$ cat src/sv/jet_pkg.sv
// package for the julia escape-time engine
// types, register indexes and fixed-point helpers; no dependencies
package jet_pkg;

	localparam int COORD_BITS     = 12;
	localparam int ITER_LIMIT_DEF = 255;
	localparam int FRAC_BITS      = 28;
	localparam int CFG_IDX_BITS   = 3;

	localparam logic [CFG_IDX_BITS-1:0] REG_C_REAL    = 3'd0;
	localparam logic [CFG_IDX_BITS-1:0] REG_C_IMAG    = 3'd1;
	localparam logic [CFG_IDX_BITS-1:0] REG_LEFT_REAL = 3'd2;
	localparam logic [CFG_IDX_BITS-1:0] REG_TOP_IMAG  = 3'd3;
	localparam logic [CFG_IDX_BITS-1:0] REG_STEP_X    = 3'd4;
	localparam logic [CFG_IDX_BITS-1:0] REG_STEP_Y    = 3'd5;
	localparam logic [CFG_IDX_BITS-1:0] REG_MAX_ITER  = 3'd6;

	typedef struct packed {
		logic [11:0] pixel_x;
		logic [11:0] pixel_y;
	} in_item_t;

	typedef struct packed {
		logic [7:0]  iteration_count;
		logic [11:0] out_x;
		logic [11:0] out_y;
	} out_item_t;

	// saturate a 38-bit signed sum to 32 bits
	function automatic logic signed [31:0] sat38(input logic signed [37:0] v);
		logic signed [31:0] r;
		if (v > 38'sh0_7FFF_FFFF) begin
			r = 32'sh7FFF_FFFF;
		end else if (v < -38'sh0_8000_0000) begin
			r = 32'sh8000_0000;
		end else begin
			r = v[31:0];
		end
		return r;
	endfunction

endpackage

$ cat src/sv/jet_map.sv
// maps a pixel item to its start point, two register stages
// uses jet_pkg for item types, the coordinate width and the default iteration limit
module jet_map #(
	parameter int ITER_LIMIT = jet_pkg::ITER_LIMIT_DEF
) (
	input  logic               clk,
	input  logic               arst_n,
	input  logic               vin,
	input  jet_pkg::in_item_t  din,
	input  logic signed [31:0] left_real,
	input  logic signed [31:0] top_imag,
	input  logic [30:0]        step_x,
	input  logic [30:0]        step_y,
	input  logic [7:0]         max_iterations,
	output logic               vout,
	output logic [7:0]         limit,
	output logic signed [31:0] zr,
	output logic signed [31:0] zi,
	output logic [11:0]        x,
	output logic [11:0]        y
);

	logic                           v_s1;
	logic [jet_pkg::COORD_BITS-1:0] px, py;
	logic [42:0]                    ox_s1, oy_s1;
	logic [11:0]                    x_s1, y_s1;
	logic [7:0]                     lim_s1;

	assign px = din.pixel_x[jet_pkg::COORD_BITS-1:0];
	assign py = din.pixel_y[jet_pkg::COORD_BITS-1:0];

	always_ff @(posedge clk or negedge arst_n) begin
		if (!arst_n) begin
			v_s1 <= 1'b0;
			vout <= 1'b0;
		end else begin
			v_s1 <= vin;
			vout <= v_s1;
		end
	end

	always_ff @(posedge clk) begin
		ox_s1  <= 43'(px) * 43'(step_x);
		oy_s1  <= 43'(py) * 43'(step_y);
		x_s1   <= 12'(px);
		y_s1   <= 12'(py);
		lim_s1 <= (max_iterations > 8'(ITER_LIMIT)) ? 8'(ITER_LIMIT) : max_iterations;
	end

	function automatic logic signed [31:0] sat44(input logic signed [44:0] v);
		logic signed [31:0] r;
		if (v > 45'sh7FFF_FFFF) begin
			r = 32'sh7FFF_FFFF;
		end else if (v < -45'sh8000_0000) begin
			r = 32'sh8000_0000;
		end else begin
			r = v[31:0];
		end
		return r;
	endfunction

	always_ff @(posedge clk) begin
		zr    <= sat44(45'(left_real) + $signed({2'b00, ox_s1}));
		zi    <= sat44(45'(top_imag) + $signed({2'b00, oy_s1}));
		x     <= x_s1;
		y     <= y_s1;
		limit <= lim_s1;
	end

endmodule

$ cat config.mk
export PLATFORM = sky130hd
export DESIGN_NAME = jet_map
export DESIGN_NICKNAME = d
export VERILOG_FILES = /design/src/sv/jet_pkg.sv /design/src/sv/jet_map.sv
export SDC_FILE = /design/constraint.sdc
export NUM_CORES = 2
export LEC_CHECK = 0
export BUFFER_PORTS_ARGS = -buffer_cell sky130_fd_sc_hd__buf_2
export CAP_MARGIN = 40
export CORE_MARGIN = 2
export CORE_UTILIZATION = 50
export CTS_CLUSTER_DIAMETER = 100
export DETAILED_ROUTE_END_ITERATION = 8
export PLACE_DENSITY = 0.68
export SLEW_MARGIN = 20
export SYNTH_ARGS = -nofsm -noshare
export SYNTH_HDL_FRONTEND = slang
export SYNTH_SLANG_ARGS = --single-unit
$ cat constraint.sdc
create_clock -name clk -period 4.3 [get_ports clk]
set_input_delay 0.43 -clock clk [delete_from_list [all_inputs] [get_ports clk]]
set_output_delay 0.43 -clock clk [all_outputs]
set_load 0.01 [all_outputs]
==> reports/metrics.cfg <==
[worst_setup_path]
cp_common_cell=fa_1
worstSetupPathType=input port to register
slowest_stage=fa_1
worst_setup_path_end_kind=register
cp_max_fo=6
cp.arrival_ns=6.00
cp_slowest_stage_delay_ns=0.55
critical_path_required_ns=4.82
cp-start-kind=input port
path_cells=buf_12, buf_12, nand2_2, fa_1, inv_2, fa_1, fa_1, fa_1, inv_1, fa_1, inv_2, ha_4, a21o_1, nor2_1, a21oi_2, o211ai_1, a21oi_2, o21a_1, or4b_4, a31o_4, a21o_1, a31o_2, a21oi_2, xnor2_1
worst_r2r_path_depth=15

[yosys]
synth_cells=3702
synth_top_family_by_area=adder cells
synth.largest_area_cell=fa_1
async_flop_share=0.00926
ys_types=82
synth_area_leaders=fa_1, dfxtp_1, ha_1
synth_xor_area_frac=0.0410
ys_ff_latch=216
synth_nets=4695
ys_seq_area_frac=0.134
synth_area_sq_um=32400
synth_most_common_cell=inv_1
synthMuxAreaShare=0.000309
synthSimpleGateAreaFrac=0.159
synth_compound_area_frac=0.107
syn_area_per_cell_sq_um=8.75
ys_top_cells_by_count=inv_1, nand2_1, fa_1
synth_edf_count=0
synth_ff_type=dfxtp_1
synthAdderAreaFrac=0.456
synth_warnings=0
yosys.area.top_type_share=0.360

[global_routing]
grt_overflow=0
antenna_found_initial=9
grt_pass1_vias=28300
grt_max_degree=32
grt_pass1_wl_microns=140000
grt_usage=0.257

[routing]
routedWlPerCell_microns=16.6
drc=0
vias_per_cell=5.15
first_iter_violations=1433
dr.pass1.iters=5
wirelength_microns=86500
ant_nets=0
vias=26900

[floorplanning]
io_pins=258
start_util=0.504
num_rows=93
die-area_sq_um=66900
die_w_microns=259
coreArea_sq_um=64200
fp.dieH_microns=259

[hold_path]
holdPathStages=2
hold_path.class=input port to register

[finish]
nNetsFinal=5325
drive_gt1_frac=0.267
area_growth_pct=29.3
postLayoutCoreUtil=0.652

[cts]
max-clock-path-buffers=3
cts_tree=yes
cts.sinks=216
worstSkewPairLatency_ns=0.60
cts_buffers=30
cts_root_buffer=clkbuf_16
cts_max_level=1
clk_pin_slew_ns=0.06

[run_status]
violations=setup timing
outcome=finished with violations

[flow_run]
max_cap_viol_count=0

[timing]
rsz0062_at_grt=yes
period_share=1.27
maxSlewViolCount=0
worstMarginPinSlew_ns=0.555
fmax_mhz=183
fin_crit_ns=5.48
finalHoldViolations=0
slew_headroom=0.627
finalSetupViolations=50
setup_ws_ns=-1.18
fin_worst_skew_ns=0.0145

[placed_design]
io_buffers=257
place_congestion=0.885
dp_hpwl_microns=69700

[cell families (layout without fill, tap and decap cells)]
group           Yosys count  count (layout)
simple gates           1111            1111
buf+inv                 875            1529
fa+ha+maj               832             832
compound gates          516             516
flops                   216             216
xor+xnor                151             151
mux                       1               1
other cells               0               8
[layer usage]
metal	wire length, microns	track usage
met5	23	0
met4	2750	0.0735
met3	5140	0.0376
met2	42600	0.451
met1	36000	0.331
[path summary, 6_finish.rpt]
kind	startpoint	end	slack (ns)
max in group asynchronous	arst_n	vout	4.06
worst max register to register	oy_s1[0]	zi[28]	0.17
worst min-delay path	din[22]	x_s1[10]	0.08
min in group asynchronous	arst_n	v_s1	0.15
worst min register to register	x_s1[2]	x[2]	0.31
worst max-delay path	din[15]	ox_s1[41]	-1.18
[through the flow]
stage | cells | hold WS, ns | area, sq um | setup TNS [ns] | setup slack, ns
finish | 5219 | 0.0769 | 41900 | -27.63 | -1.18
floorplan | 3702 | 0.134 | 33500 | -37.38 | -1.54
CTS | 5198 | 0.0533 | 41000 | -24.77 | -1.23
global route | 5216 | 0.0730 | 41900 | -35.47 | -1.36
detailed placement | 5078 | 0.216 | 38200 | -87.90 | -1.97
global placement | 5078 | 0.215 | 38200 | -84.31 | -1.89
[timing repair]
item                                    CTS  global route
hold buffers                             12             0
gates cloned                              5             4
hold endpoints to repair                 13             0
resized for setup                       292           204
pin swaps                               122           136
endpoints found under the setup margin  110           117
buffers inserted                         50            37
[placed cells by master, fill, tap and decap left out, types with 104 or more instances in the layout]
| master | synthesis | routed |
|---|---|---|
| a21oi_1 | 137 | 104 |
| fa_1 | 582 | 549 |
| buf_4 | 0 | 406 |
| a21o_1 | 106 | 106 |
| nand2_1 | 625 | 570 |
| inv_1 | 704 | 652 |
| dfxtp_1 | 214 | 214 |
| buf_2 | 9 | 210 |
| and2_1 | 219 | 193 |
| ha_1 | 250 | 209 |
[registers in the layout, summed over array words and instances, names as in the netlist]
register / cells
lim_s1: 8
limit: 8
ox_s1: 43
oy_s1: 43
v_s1: 1
vout: 1
x: 12
x_s1: 12
y: 12
y_s1: 12
zi: 32
zr: 32
[worst max-delay path: cells and delay by family]
kind	cells	cell delay, ns
xor gates and xnor gates	1	0.12
adders and majority gates	6	2.77
buffers and inverters	5	0.38
and+or+nand+nor	3	0.70
AOI/OAI and AO/OA	9	1.58
[layout make-up]
type / instances / area [sq um]
Clock inverter: 15 / 243
Multi-Input combinational cell: 2611 / 26400
Fill cell: 5200 / 22300
Sequential cell: 216 / 4330
Timing Repair Buffer: 768 / 6320
Clock buffer: 41 / 873
Antenna cell: 8 / 20.0
Inverter: 705 / 2650
Tap cell: 855 / 1070
Power is not shown: default switching activity piles up to over one toggle a cycle in this logic, so the estimate is an artifact.
